==> config.mk <==
export PLATFORM = sky130hd
export DESIGN_NAME = seven_segment_number_display
export DESIGN_NICKNAME = d
export VERILOG_FILES = /design/src/rtl/ssnd_pkg.sv /design/src/rtl/ssnd_bcd_conv.sv /design/src/rtl/seven_segment_number_display.sv
export SDC_FILE = /design/constraint.sdc
export NUM_CORES = 1
export LEC_CHECK = 0
export BUFFER_PORTS_ARGS = -buffer_cell sky130_fd_sc_hd__buf_2
export CAP_MARGIN = 20
export CORE_MARGIN = 2
export CORE_UTILIZATION = 50
export CTS_CLUSTER_SIZE = 12
export DETAILED_ROUTE_END_ITERATION = 7
export GPL_TIMING_DRIVEN = 0
export HOLD_SLACK_MARGIN = 0.15
export PLACE_DENSITY = 0.78
export SYNTH_ARGS = -nofsm -noshare
export SYNTH_HDL_FRONTEND = slang
export SYNTH_SLANG_ARGS = --single-unit
==> constraint.sdc <==
create_clock -name i_clk -period 4.3 [get_ports i_clk]
set_clock_uncertainty 0.15 [all_clocks]
set_input_delay 0.43 -clock i_clk [delete_from_list [all_inputs] [get_ports i_clk]]
set_output_delay 0.43 -clock i_clk [all_outputs]
set_load 0.01 [all_outputs]
==> src/rtl/ssnd_pkg.sv <==
// Shared types, codes and the segment map for the seven-segment number display.
// No dependencies; every other file in the project refers to this package.
package ssnd_pkg;

    // Command codes carried in tuser of the input stream.
    localparam logic [1:0] CMD_SHOW_INT = 2'd0;
    localparam logic [1:0] CMD_SET_SYM  = 2'd1;
    localparam logic [1:0] CMD_TICK     = 2'd2;

    // Symbol codes with a special meaning.
    localparam logic [4:0] SYM_BLANK = 5'd20;
    localparam logic [4:0] SYM_DOT   = 5'd21;
    localparam logic [4:0] SYM_MINUS = 5'd22;

    // Range of integers that fit on four digits.
    localparam int SHOW_MIN = -999;
    localparam int SHOW_MAX = 9999;

    // Magnitude width of a displayable integer and its conversion step count.
    localparam int MAG_W  = 14;
    localparam int CNT_W  = $clog2(MAG_W);
    localparam int BCD_W  = 16;

    typedef logic [4:0]            t_sym;
    typedef logic [MAG_W-1:0]      t_mag;
    typedef logic [3:0][3:0]       t_digits;

    // Segment pattern of a symbol code, bit 0 segment a up to bit 7 the dot.
    function automatic logic [7:0] seg_lookup(input t_sym code);
        logic [7:0] seg;
        case (code)
            5'd0:    seg = 8'h3F;
            5'd1:    seg = 8'h06;
            5'd2:    seg = 8'h5B;
            5'd3:    seg = 8'h4F;
            5'd4:    seg = 8'h66;
            5'd5:    seg = 8'h6D;
            5'd6:    seg = 8'h7D;
            5'd7:    seg = 8'h07;
            5'd8:    seg = 8'h7F;
            5'd9:    seg = 8'h6F;
            5'd10:   seg = 8'hBF;
            5'd11:   seg = 8'h86;
            5'd12:   seg = 8'hDB;
            5'd13:   seg = 8'hCF;
            5'd14:   seg = 8'hE6;
            5'd15:   seg = 8'hED;
            5'd16:   seg = 8'hFD;
            5'd17:   seg = 8'h87;
            5'd18:   seg = 8'hFF;
            5'd19:   seg = 8'hEF;
            5'd20:   seg = 8'h00;
            5'd21:   seg = 8'h80;
            5'd22:   seg = 8'h40;
            default: seg = 8'h00;
        endcase
        return seg;
    endfunction

endpackage

==> src/rtl/ssnd_bcd_conv.sv <==
// Iterative binary-to-BCD converter (shift and add three), one bit per cycle.
// Depends on ssnd_pkg for widths and the digit type.
module ssnd_bcd_conv (
    input  logic                i_clk,
    input  logic                i_rst_n,
    input  logic                i_start,
    input  ssnd_pkg::t_mag      i_mag,
    output logic                o_done,
    output ssnd_pkg::t_digits   o_digits
);

    localparam int SHIFT_W = ssnd_pkg::BCD_W + ssnd_pkg::MAG_W;

    logic                          r_busy;
    logic                          r_done;
    logic [ssnd_pkg::CNT_W-1:0]    r_cnt;
    logic [SHIFT_W-1:0]            r_shift;
    logic [SHIFT_W-1:0]            n_shift;

    // One step: add three to every BCD digit of five or more, then shift left.
    always_comb begin
        logic [SHIFT_W-1:0] adj;
        adj = r_shift;
        for (int k = 0; k < 4; k++) begin
            if (r_shift[ssnd_pkg::MAG_W + 4*k +: 4] >= 4'd5) begin
                adj[ssnd_pkg::MAG_W + 4*k +: 4] = r_shift[ssnd_pkg::MAG_W + 4*k +: 4] + 4'd3;
            end
        end
        n_shift = {adj[SHIFT_W-2:0], 1'b0};
    end

    // Step sequencer: load on start, run MAG_W steps, flag completion for one cycle.
    always_ff @(posedge i_clk) begin
        if (!i_rst_n) begin
            r_busy <= 1'b0;
            r_done <= 1'b0;
            r_cnt  <= '0;
        end else begin
            r_done <= 1'b0;
            if (i_start) begin
                r_busy <= 1'b1;
                r_cnt  <= '0;
            end else if (r_busy) begin
                r_cnt <= r_cnt + 1'b1;
                if (r_cnt == ssnd_pkg::CNT_W'(ssnd_pkg::MAG_W - 1)) begin
                    r_busy <= 1'b0;
                    r_done <= 1'b1;
                end
            end
        end
    end

    // Shift register holds no control state and needs no reset.
    always_ff @(posedge i_clk) begin
        if (i_start) begin
            r_shift <= {{ssnd_pkg::BCD_W{1'b0}}, i_mag};
        end else if (r_busy) begin
            r_shift <= n_shift;
        end
    end

    assign o_done   = r_done;
    assign o_digits = r_shift[SHIFT_W-1 -: ssnd_pkg::BCD_W];

endmodule

==> src/rtl/seven_segment_number_display.sv <==
// Four-digit multiplexed seven-segment display driver, top level.
// Depends on ssnd_pkg and ssnd_bcd_conv.
//
// The block keeps four symbol codes, blank after reset, and answers every input word
// with exactly one output word: the enabled digit and its segment pattern. A show-integer
// word in the range -999 to 9999 runs through the 14-step shift-and-add-three conversion
// loop before its result is emitted; every other word, including an integer out of range
// (shown as four dots), goes straight to emit. Only one word is in work at a time;
// a finished result waits in the output register while the next word is accepted.
module seven_segment_number_display #(
    parameter int TIMER_BITS = 16
) (
    input  logic        i_clk,
    input  logic        i_rst_n,
    // Scan period register write port.
    input  logic        i_scan_period_wr_en,
    input  logic [15:0] i_scan_period_wr_data,
    // Input stream.
    input  logic        s_axis_tvalid,
    output logic        s_axis_tready,
    input  logic [23:0] s_axis_tdata,   // [15:0] number, [20:16] symbol_code,
                                        // [22:21] position, [23] zero
    input  logic [1:0]  s_axis_tuser,   // [1:0] cmd
    // Output stream.
    output logic        m_axis_tvalid,
    input  logic        m_axis_tready,
    output logic [15:0] m_axis_tdata    // [7:0] segments, [9:8] active_digit,
                                        // [15:10] zero
);

    localparam int CMP_W = (TIMER_BITS > 16) ? TIMER_BITS : 16;

    localparam logic [1:0] ST_IDLE = 2'd0;
    localparam logic [1:0] ST_CONV = 2'd1;
    localparam logic [1:0] ST_EMIT = 2'd2;

    logic [1:0]                r_state;
    ssnd_pkg::t_sym [3:0]      r_store;
    logic [1:0]                r_scan_digit;
    logic [TIMER_BITS-1:0]     r_tick_count;
    logic [15:0]               r_scan_period;
    logic                      r_neg;
    logic                      r_out_valid;
    logic [7:0]                r_out_seg;
    logic [1:0]                r_out_digit;

    logic                      in_accept;
    logic                      out_free;
    logic [1:0]                in_cmd;
    logic signed [15:0]        in_number;
    ssnd_pkg::t_sym            in_symbol;
    logic [1:0]                in_position;
    logic                      in_range;
    logic [15:0]               abs_number;
    logic                      conv_start;
    logic                      conv_done;
    ssnd_pkg::t_digits         conv_digits;
    logic [TIMER_BITS-1:0]     tick_inc;
    logic                      tick_wrap;
    ssnd_pkg::t_sym [3:0]      num_store;

    // Unpack the input word.
    assign in_cmd      = s_axis_tuser;
    assign in_number   = s_axis_tdata[15:0];
    assign in_symbol   = s_axis_tdata[20:16];
    assign in_position = s_axis_tdata[22:21];

    assign s_axis_tready = (r_state == ST_IDLE);
    assign in_accept     = s_axis_tvalid && s_axis_tready;
    assign out_free      = !r_out_valid || m_axis_tready;

    // Range check and magnitude of the integer to show.
    assign in_range   = (32'(in_number) >= 32'(ssnd_pkg::SHOW_MIN))
                        && (32'(in_number) <= 32'(ssnd_pkg::SHOW_MAX));
    assign abs_number = in_number[15] ? 16'(-in_number) : in_number;
    assign conv_start = in_accept && (in_cmd == ssnd_pkg::CMD_SHOW_INT) && in_range;

    ssnd_bcd_conv u_conv (
        .i_clk    (i_clk),
        .i_rst_n  (i_rst_n),
        .i_start  (conv_start),
        .i_mag    (abs_number[ssnd_pkg::MAG_W-1:0]),
        .o_done   (conv_done),
        .o_digits (conv_digits)
    );

    // Scan timer: increment first, then compare against the period.
    assign tick_inc  = r_tick_count + 1'b1;
    assign tick_wrap = CMP_W'(tick_inc) > CMP_W'(r_scan_period);

    // Right-aligned digits, minus sign just before the leading digit, blanks elsewhere.
    always_comb begin
        logic [2:0] top;
        logic [2:0] k;
        if (conv_digits[3] != 4'd0) begin
            top = 3'd3;
        end else if (conv_digits[2] != 4'd0) begin
            top = 3'd2;
        end else if (conv_digits[1] != 4'd0) begin
            top = 3'd1;
        end else begin
            top = 3'd0;
        end
        for (int p = 0; p < 4; p++) begin
            k = 3'(3 - p);
            if (k <= top) begin
                num_store[p] = {1'b0, conv_digits[k[1:0]]};
            end else if (r_neg && (k == top + 3'd1)) begin
                num_store[p] = ssnd_pkg::SYM_MINUS;
            end else begin
                num_store[p] = ssnd_pkg::SYM_BLANK;
            end
        end
    end

    // Sequencer, symbol store and scan state.
    always_ff @(posedge i_clk) begin
        if (!i_rst_n) begin
            r_state       <= ST_IDLE;
            r_store       <= {4{ssnd_pkg::SYM_BLANK}};
            r_scan_digit  <= 2'd0;
            r_tick_count  <= '0;
            r_scan_period <= 16'd2;
        end else begin
            if (i_scan_period_wr_en) begin
                r_scan_period <= i_scan_period_wr_data;
            end
            unique case (r_state)
                ST_IDLE: begin
                    if (in_accept) begin
                        r_state <= ST_EMIT;
                        unique case (in_cmd)
                            ssnd_pkg::CMD_SHOW_INT: begin
                                if (in_range) begin
                                    r_state <= ST_CONV;
                                end else begin
                                    r_store <= {4{ssnd_pkg::SYM_DOT}};
                                end
                            end
                            ssnd_pkg::CMD_SET_SYM: begin
                                r_store[in_position] <= in_symbol;
                            end
                            ssnd_pkg::CMD_TICK: begin
                                if (tick_wrap) begin
                                    r_tick_count <= '0;
                                    r_scan_digit <= r_scan_digit + 2'd1;
                                end else begin
                                    r_tick_count <= tick_inc;
                                end
                            end
                            default: begin
                            end
                        endcase
                    end
                end
                ST_CONV: begin
                    if (conv_done) begin
                        r_store <= num_store;
                        r_state <= ST_EMIT;
                    end
                end
                ST_EMIT: begin
                    if (out_free) begin
                        r_state <= ST_IDLE;
                    end
                end
                default: begin
                    r_state <= ST_IDLE;
                end
            endcase
        end
    end

    // Sign of the integer under conversion.
    always_ff @(posedge i_clk) begin
        if (conv_start) begin
            r_neg <= in_number[15];
        end
    end

    // Output register: loaded from the updated store once the previous word has left.
    always_ff @(posedge i_clk) begin
        if (!i_rst_n) begin
            r_out_valid <= 1'b0;
        end else if ((r_state == ST_EMIT) && out_free) begin
            r_out_valid <= 1'b1;
        end else if (m_axis_tready) begin
            r_out_valid <= 1'b0;
        end
    end

    always_ff @(posedge i_clk) begin
        if ((r_state == ST_EMIT) && out_free) begin
            r_out_seg   <= ssnd_pkg::seg_lookup(r_store[r_scan_digit]);
            r_out_digit <= r_scan_digit;
        end
    end

    assign m_axis_tvalid = r_out_valid;
    assign m_axis_tdata  = {6'd0, r_out_digit, r_out_seg};

endmodule

==> flow_summary.json, run 1 <==
{
  "outcome": "finished, final reports clean",
  "core_um2": 12100,
  "post_synth_mux_area_share": 0.0741,
  "timing.final.crit_share": 0.901,
  "critPathTopFamily": "simple AND/OR/NAND/NOR gates",
  "synth.top_cells.by_count": "sky130_fd_sc_hd__nand2_1 (92), sky130_fd_sc_hd__dfxtp_1 (79), sky130_fd_sc_hd__nor2_1 (56), sky130_fd_sc_hd__ha_1 (36)",
  "post_drt_via_cell_ratio": 5.48,
  "groute.layer.met2.usage": 0.384,
  "share_of_async_settable_or_async_resettable_flops_after_synthesis": 0,
  "critical_path.startpoint_type": "flop",
  "count_of_distinct_cell_types_in_the_synthesized_netlist": 71,
  "grtUsageMet3": 0.0439,
  "first_global_vias": 5033,
  "clock.fmax_ghz": 0.258,
  "drt_first_iter_violations": 326,
  "drt_pass1_iterations": 6,
  "synth_ff_type": "sky130_fd_sc_hd__dfxtp_1",
  "synth_simple_gate_area_frac": 0.207,
  "cts_buffer_depth": 2,
  "syn2layout_area_growth_pct": 12.9,
  "nNetsFinal": 853,
  "route.detailed.drc": 0,
  "grt_pass1_wl_mm": 23.3,
  "final.min_clock_period_ps": 3870,
  "syn_area_per_cell_um2": 8.96,
  "timing_hold_violations_final": 0,
  "vias": 5161,
  "cts_buffers": 9,
  "synth.area.top_cells": "sky130_fd_sc_hd__dfxtp_1 (25%), sky130_fd_sc_hd__edfxtp_1 (12%), sky130_fd_sc_hd__ha_1 (7.2%)",
  "place.detailed.hpwl_mm": 10.8,
  "grt_antenna_before_repair": 0,
  "tritoncts_clock_tree": "yes",
  "worst-path-max-fanout": 7,
  "timing.critical_path.required_ps": 4370,
  "synth.cell_area_um2": 6250,
  "cp-end-kind": "flop",
  "netlist.top_cell.by_area": "sky130_fd_sc_hd__dfxtp_1",
  "worst_pin_slew_ps": 923,
  "yosysWarnings": 0,
  "effective_utilization_at_floorplan": 0.516,
  "slew-limit-headroom": 0.383,
  "timing.critical_path.slowest_cell_delay_ps": 560,
  "grt_setup_unrepaired": "no",
  "routabilityCongestion": 0.930,
  "synthCells": 697,
  "cts_sinks": 104,
  "fp.dieArea_um2": 13400,
  "post_synth_xor_area_fraction": 0.0603,
  "synth_top_cell_area_share": 0.253,
  "grt-busiest-layer": "met2",
  "htree_levels": 3,
  "ios": 65,
  "timing_max_transition_violations_final": 0,
  "timing.critical_path.cells": "ha_1, nand3_1, nor2_1, nand3_1, xnor2_1, ha_1, nand4_1, nor4_2, a21boi_2, o31ai_4, o21ai_1, nor2_1",
  "fin_worst_hold_slack_ps": 175,
  "per_cell_routed_wire_length_um": 15.0,
  "rows": 40,
  "die_height_um": 116,
  "met1_usage": 0.267,
  "postSynthRegisterBits": 104,
  "final_util": 0.582,
  "die_w_um": 116,
  "worst_setup_hold_path_clk_slew_ps": 70,
  "dominant_combinational_cell_family_by_area_after_synthesis": "simple AND/OR/NAND/NOR gates",
  "insertedDiodeCount": 0,
  "finalNonFillerCells": 942,
  "powerDensity_nw_per_um2": 367,
  "leakage_nw": 2.91,
  "max-cap-violations": 0,
  "cp_num_buf_inv": 0,
  "grt_max_degree": 17,
  "synth_compound_area_frac": 0.158,
  "share_of_the_yosys_chip_area_belonging_to_registers": 0.373,
  "post_route_cells_drive_above_1_share": 0.154,
  "peak_supply_drop_mv": 0.299,
  "postCtsSetupBuffers": 0,
  "yosys.area_share.adder": 0.0721,
  "number_of_synthesized_flops_with_an_enable_pin": 25,
  "worst_ep_arrival_time_ps": 3950,
  "grt-ovfl-total": 0,
  "ctsHoldBuffers": 1,
  "antenna_violating_nets_post_route": 0,
  "gr-usage-all-layers": 0.219,
  "critPathSlowestCell": "sky130_fd_sc_hd__o21ai_1",
  "timing.final.setup_violations": 0,
  "worst_hold_path_type": "input pin to flop",
  "port-buffer-count": 56,
  "ctsRootBufferMaster": "sky130_fd_sc_hd__clkbuf_16",
  "fin_tns_setup_ps": 0,
  "crit_type": "flop to flop",
  "post_cts_resize_count": 0,
  "clkLatencyLatePin_ps": 350,
  "synth_most_common_cell": "sky130_fd_sc_hd__nand2_1",
  "dp.cells": 926,
  "postRouteWirelength_mm": 14.1
}
cell usage in the layout, fill, tap and decap left out, drive strengths merged, types with 2 or more instances in the layout:
cell,n
a211oi,3
a21boi,5
a21oi,39
a22o,4
a22oi,2
a32o,2
a32oi,6
and2,5
and3,8
and4,2
buf,72
clkbuf,31
conb,6
dfxtp,79
edfxtp,25
ha,36
inv,39
mux2,2
mux2i,35
mux4,4
nand2,93
nand2b,9
nand3,26
nand4,9
nor2,56
nor2b,21
nor3,10
nor3b,5
nor4,3
o2111ai,2
o211a,9
o211ai,4
o21ai,42
o31ai,6
o41ai,2
or2,3
or3,8
or4,2
xnor2,22
xor2,21
sequential cells by signal, indices dropped and copies added, names as in the netlist, 2 cells and up:
signal          cells
u_conv.r_cnt        4
r_scan_digit        2
r_state             2
r_tick_count       16
r_out_digit         2
r_store            20
r_scan_period      16
r_out_seg           8
u_conv.r_shift     30
logic make-up (layout without fill, tap and decap cells):
group           after synthesis  in the layout
buf+inv                      72            144
flops                       104            104
other cells                   1              6
fa+ha+maj                    36             36
mux                          41             41
simple gates                263            263
compound gates              137            137
xor+xnor                     43             43
worst register-to-register path, cell delays in order (launching register included):
cell	delay [ps]
sky130_fd_sc_hd__dfxtp_1	460
sky130_fd_sc_hd__ha_1	300
sky130_fd_sc_hd__nand3_1	190
sky130_fd_sc_hd__nor2_1	350
sky130_fd_sc_hd__nand3_1	140
sky130_fd_sc_hd__xnor2_1	170
sky130_fd_sc_hd__ha_1	300
sky130_fd_sc_hd__nand4_1	220
sky130_fd_sc_hd__nor4_2	400
sky130_fd_sc_hd__a21boi_2	270
sky130_fd_sc_hd__o31ai_4	110
sky130_fd_sc_hd__o21ai_1	560
sky130_fd_sc_hd__nor2_1	120
final timing paths:
check	endpoint	cells after the start	startpoint	slack (ps)
max reg2reg	r_tick_count[15]	12	r_tick_count[0]	430
max	r_tick_count[15]	12	r_tick_count[0]	430
min reg2reg	r_out_digit[0]	0	r_scan_digit[0]	290
min	r_scan_period[8]	3	i_scan_period_wr_data[8]	180
cell type report:
type | count | area, µm²
clock inverters | 3 | 21.3
inverters | 37 | 141
fillers | 1081 | 5060
well taps | 168 | 210
clock buffers | 12 | 267
plain buffers | 35 | 198
repair buffers | 57 | 290
multi-input cells | 526 | 3590
flip-flops and latches | 104 | 2330
metrics by stage:
step / cell area [µm²] / power [W] / setup slack, ps
2_1_floorplan: 6270 / 0.00163 / 1190
3_3_place_gp: 6760 / 0.00175 / 665
3_5_place_dp: 6760 / 0.00180 / 516
4_1_cts: 7050 / 0.00260 / 490
5_1_grt: 7050 / 0.00274 / 140
6_report: 7050 / 0.00259 / 426
where the power goes:
part / internal (W) / total, W / switching, W / leakage (nW)
clock: 0.000440 / 0.000797 / 0.000358 / 0.146
sequential: 0.00110 / 0.00121 / 0.000113 / 0.878
combinational: 0.000250 / 0.000581 / 0.000331 / 1.88
total: 0.00179 / 0.00259 / 0.000802 / 2.91
layer usage:
layer  up-vias  wire (µm)
met3        26        716
met2       140       6950
met5         -          0
li1       2580          -
met4         0        314
met1      2415       6110
Note: power is estimated with default switching activity, not from simulation.
==> inputs of run 2 (changes only) <==
Settings changed: ABC_AREA set to 1, CAP_MARGIN 20 to 0.
==> run 2 against run 1 <==
Net effect:
- combinational power is 1% lower
- highest routed layer unchanged
- register-to-register slack better by 860 ps
- largest power group unchanged
- critical endpoint is now r_tick_count[13]
- global-route usage is 0.19 points lower
- design area is 2.0% higher
- power is 0.34% higher
- synthesized cell count is 28% higher
==> flow_summary.json, run 2 <==
{
  "drt_pass1_iterations": 7,
  "core_um2": 12500,
  "synth_ff_type": "sky130_fd_sc_hd__dfxtp_1",
  "clock_power_share": 0.317,
  "grt-ovfl-total": 0,
  "timing.critical_path.required_ps": 4440,
  "synth_top_cell_area_share": 0.249,
  "antenna_violating_nets_post_route": 0,
  "synthCells": 890,
  "timing.final.setup_violations": 0,
  "postCtsSetupBuffers": 0,
  "clock.fmax_ghz": 0.331,
  "grt_setup_unrepaired": "no",
  "post_route_cells_drive_above_1_share": 0.124,
  "leakage_nw": 3.28,
  "syn2layout_area_growth_pct": 13.3,
  "grtUsageMet3": 0.0503,
  "place.detailed.hpwl_mm": 10.6,
  "number_of_synthesized_flops_with_an_enable_pin": 25,
  "reg2reg_depth": 14,
  "postSynthRegisterBits": 104,
  "postRouteWirelength_mm": 13.9,
  "finalWorstSetupSlack_ps": 1280,
  "groute.layer.met2.usage": 0.370,
  "effective_utilization_at_floorplan": 0.507,
  "max-cap-violations": 0,
  "cp-end-kind": "flop",
  "min-delay-start": "i_scan_period_wr_en",
  "fp.dieArea_um2": 13600,
  "cts_buffer_depth": 2,
  "largest_register": "u_conv.r_shift",
  "largest_register_ffs": 30,
  "p_switching_w": 0.000834,
  "critical_path.startpoint_type": "flop",
  "die_height_um": 117,
  "met1_usage": 0.274,
  "p_int_w": 0.00176,
  "htree_levels": 3,
  "timing_max_transition_violations_final": 0,
  "share_of_the_yosys_chip_area_belonging_to_registers": 0.367,
  "share_of_async_settable_or_async_resettable_flops_after_synthesis": 0,
  "post_cts_resize_count": 0,
  "grt-busiest-layer": "met2",
  "slew-limit-headroom": 0.489,
  "synth_most_common_cell": "sky130_fd_sc_hd__nand2_1",
  "grt_antenna_before_repair": 0,
  "grt_pass1_wl_mm": 23.6,
  "synth.cell_area_um2": 6350,
  "count_of_distinct_cell_types_in_the_synthesized_netlist": 42,
  "synth.area.top_cells": "sky130_fd_sc_hd__dfxtp_1 (25%), sky130_fd_sc_hd__edfxtp_1 (12%), sky130_fd_sc_hd__nand2_1 (11%)",
  "first_global_vias": 5174,
  "worst_setup_hold_path_clk_slew_ps": 70,
  "crit_type": "flop to flop",
  "per_cell_routed_wire_length_um": 12.2,
  "part_of_the_power_in_combinational_logic": 0.222,
  "port-buffer-count": 57,
  "route.detailed.drc": 0,
  "layout_top_registers": "u_conv.r_shift (30), r_store (20)",
  "timing.final.crit_share": 0.702,
  "layout_commonest_cell": "sky130_fd_sc_hd__nand2_1",
  "routabilityCongestion": 0.911,
  "ctsRootBufferMaster": "sky130_fd_sc_hd__clkbuf_16",
  "clkLatencyLatePin_ps": 360,
  "syn_area_per_cell_um2": 7.13,
  "outcome": "finished, final reports clean",
  "p_sw_frac": 0.321,
  "post_drt_via_cell_ratio": 5.06,
  "synth.top_cells.by_count": "sky130_fd_sc_hd__nand2_1 (186), sky130_fd_sc_hd__inv_1 (113), sky130_fd_sc_hd__a21oi_1 (82), sky130_fd_sc_hd__nor2_1 (81), sky130_fd_sc_hd__dfxtp_1 (79)",
  "powerDensity_nw_per_um2": 361,
  "ios": 65,
  "final_cell_mix": "sky130_fd_sc_hd__nand2_1 (186), sky130_fd_sc_hd__inv_1 (113), sky130_fd_sc_hd__a21oi_1 (82)",
  "startpoint_of_the_most_critical_register_to_register_path": "r_tick_count[3]",
  "timing_hold_violations_final": 0,
  "worst_r2r_endpoint": "r_tick_count[13]",
  "hold-path-endpoint": "r_scan_period[1]",
  "final.min_clock_period_ps": 3020,
  "yosysWarnings": 0,
  "finish.instance_area_um2": 7190,
  "grt_max_degree": 19,
  "vias": 5773,
  "worst_hold_path_type": "input pin to flop",
  "insertedDiodeCount": 0,
  "fin_tns_setup_ps": 0,
  "tritoncts_clock_tree": "yes",
  "nNetsFinal": 1048,
  "final_util": 0.575,
  "cts_buffers": 9,
  "total_power_of_the_final_layout_w": 0.00260,
  "drt_first_iter_violations": 318,
  "rows": 41,
  "gr-usage-all-layers": 0.217,
  "post_place_setup_slack_ps": 1350,
  "worst_pin_slew_ps": 762,
  "worst-path-max-fanout": 10,
  "worstHoldPathCells": 2,
  "netlist.top_cell.by_area": "sky130_fd_sc_hd__dfxtp_1",
  "worst_ep_arrival_time_ps": 3150,
  "post_dp_cell_area_um2": 6870,
  "reg2reg_slack_ps": 1280,
  "peak_supply_drop_mv": 0.291,
  "power_frac_seq": 0.461,
  "die_w_um": 117,
  "cts_sinks": 104
}
-- run 2: cell count changes in the layout (fill, tap and decap cells not counted), moves of 29 or more --
cell,before,now
sky130_fd_sc_hd__nand3_1,25,63
sky130_fd_sc_hd__o21ai_0,30,59
sky130_fd_sc_hd__mux2i_1,35,0
sky130_fd_sc_hd__nand2_1,92,186
sky130_fd_sc_hd__inv_1,35,113
sky130_fd_sc_hd__a21oi_1,31,82
-- run 2: metrics by stage --
stage	instances	hold WS, ps
after global routing	1142	185
final	1142	169
after detailed placement	1124	266
after CTS	1142	154
after floorplan	895	253
after global placement	1124	265
-- run 2: layer usage --
layer / vias to the layer above / part of all wire
li1: 3066 / -
met1: 2585 / 0.47
met2: 105 / 0.48
met3: 17 / 0.035
met4: 0 / 0.015
met5: - / 0
-- run 2: worst max path at each step --
stage / depth (start not counted) / slack, ps / start / to
floorplan: 14 / 1880 / r_tick_count[3] / r_tick_count[8]
global placement: 14 / 1400 / r_tick_count[3] / r_tick_count[0]
detailed placement: 14 / 1350 / r_tick_count[3] / r_tick_count[11]
CTS: 14 / 1330 / r_tick_count[3] / r_tick_count[0]
global route: 14 / 940 / r_tick_count[3] / r_tick_count[8]
finish: 14 / 1280 / r_tick_count[3] / r_tick_count[13]
-- run 2: kinds of logic (layout without fill, tap and decap cells) --
kind of cell    Yosys count  count (layout)  share of synthesized area
flops                   104             104                      0.367
simple gates            388             388                      0.269
fa+ha+maj                36              36                     0.0709
buf+inv                 156             231                      0.104
xor+xnor                 30              30                     0.0414
compound gates          175             175                      0.147
other cells               1               6                   0.000591
-- run 2: worst max-delay path, stage by stage (launching register included) --
cell                      delay [ps]
sky130_fd_sc_hd__dfxtp_1         450
sky130_fd_sc_hd__nand2_1          90
sky130_fd_sc_hd__nor2_1          190
sky130_fd_sc_hd__nand2_1         120
sky130_fd_sc_hd__nor2_1          140
sky130_fd_sc_hd__nand2_1          80
sky130_fd_sc_hd__xor2_1          170
sky130_fd_sc_hd__ha_1            310
sky130_fd_sc_hd__nand4_1          80
sky130_fd_sc_hd__nor3_1          280
sky130_fd_sc_hd__nand3_1         210
sky130_fd_sc_hd__nand2_1         260
sky130_fd_sc_hd__buf_4           230
sky130_fd_sc_hd__nand3_1          80
sky130_fd_sc_hd__a21oi_1         130
-- run 2: cell type report --
type	count	area, µm²
Timing Repair Buffer	59	305
Buffer	37	216
Clock inverter	6	48.8
Sequential cell	104	2330
Tap cell	172	215
Multi-Input combinational cell	635	3380
Inverter	119	447
Clock buffer	10	250
Fill cell	1222	5320
-- run 2: power groups by stage --
| stage | combinational (W) | sequential [W] | clock, W |
|---|---|---|---|
| floorplan | 0.000441 | 0.00120 | 0 |
| global placement | 0.000554 | 0.00122 | 0 |
| detailed placement | 0.000570 | 0.00122 | 0 |
| CTS | 0.000575 | 0.00120 | 0.000848 |
| global route | 0.000682 | 0.00121 | 0.000883 |
| finish | 0.000575 | 0.00120 | 0.000824 |
-- run 2: repair_timing --
action / CTS / global route
hold endpoints to repair: 2 / 0
setup endpoints to repair: 0 / 0
hold buffers: 2 / 0
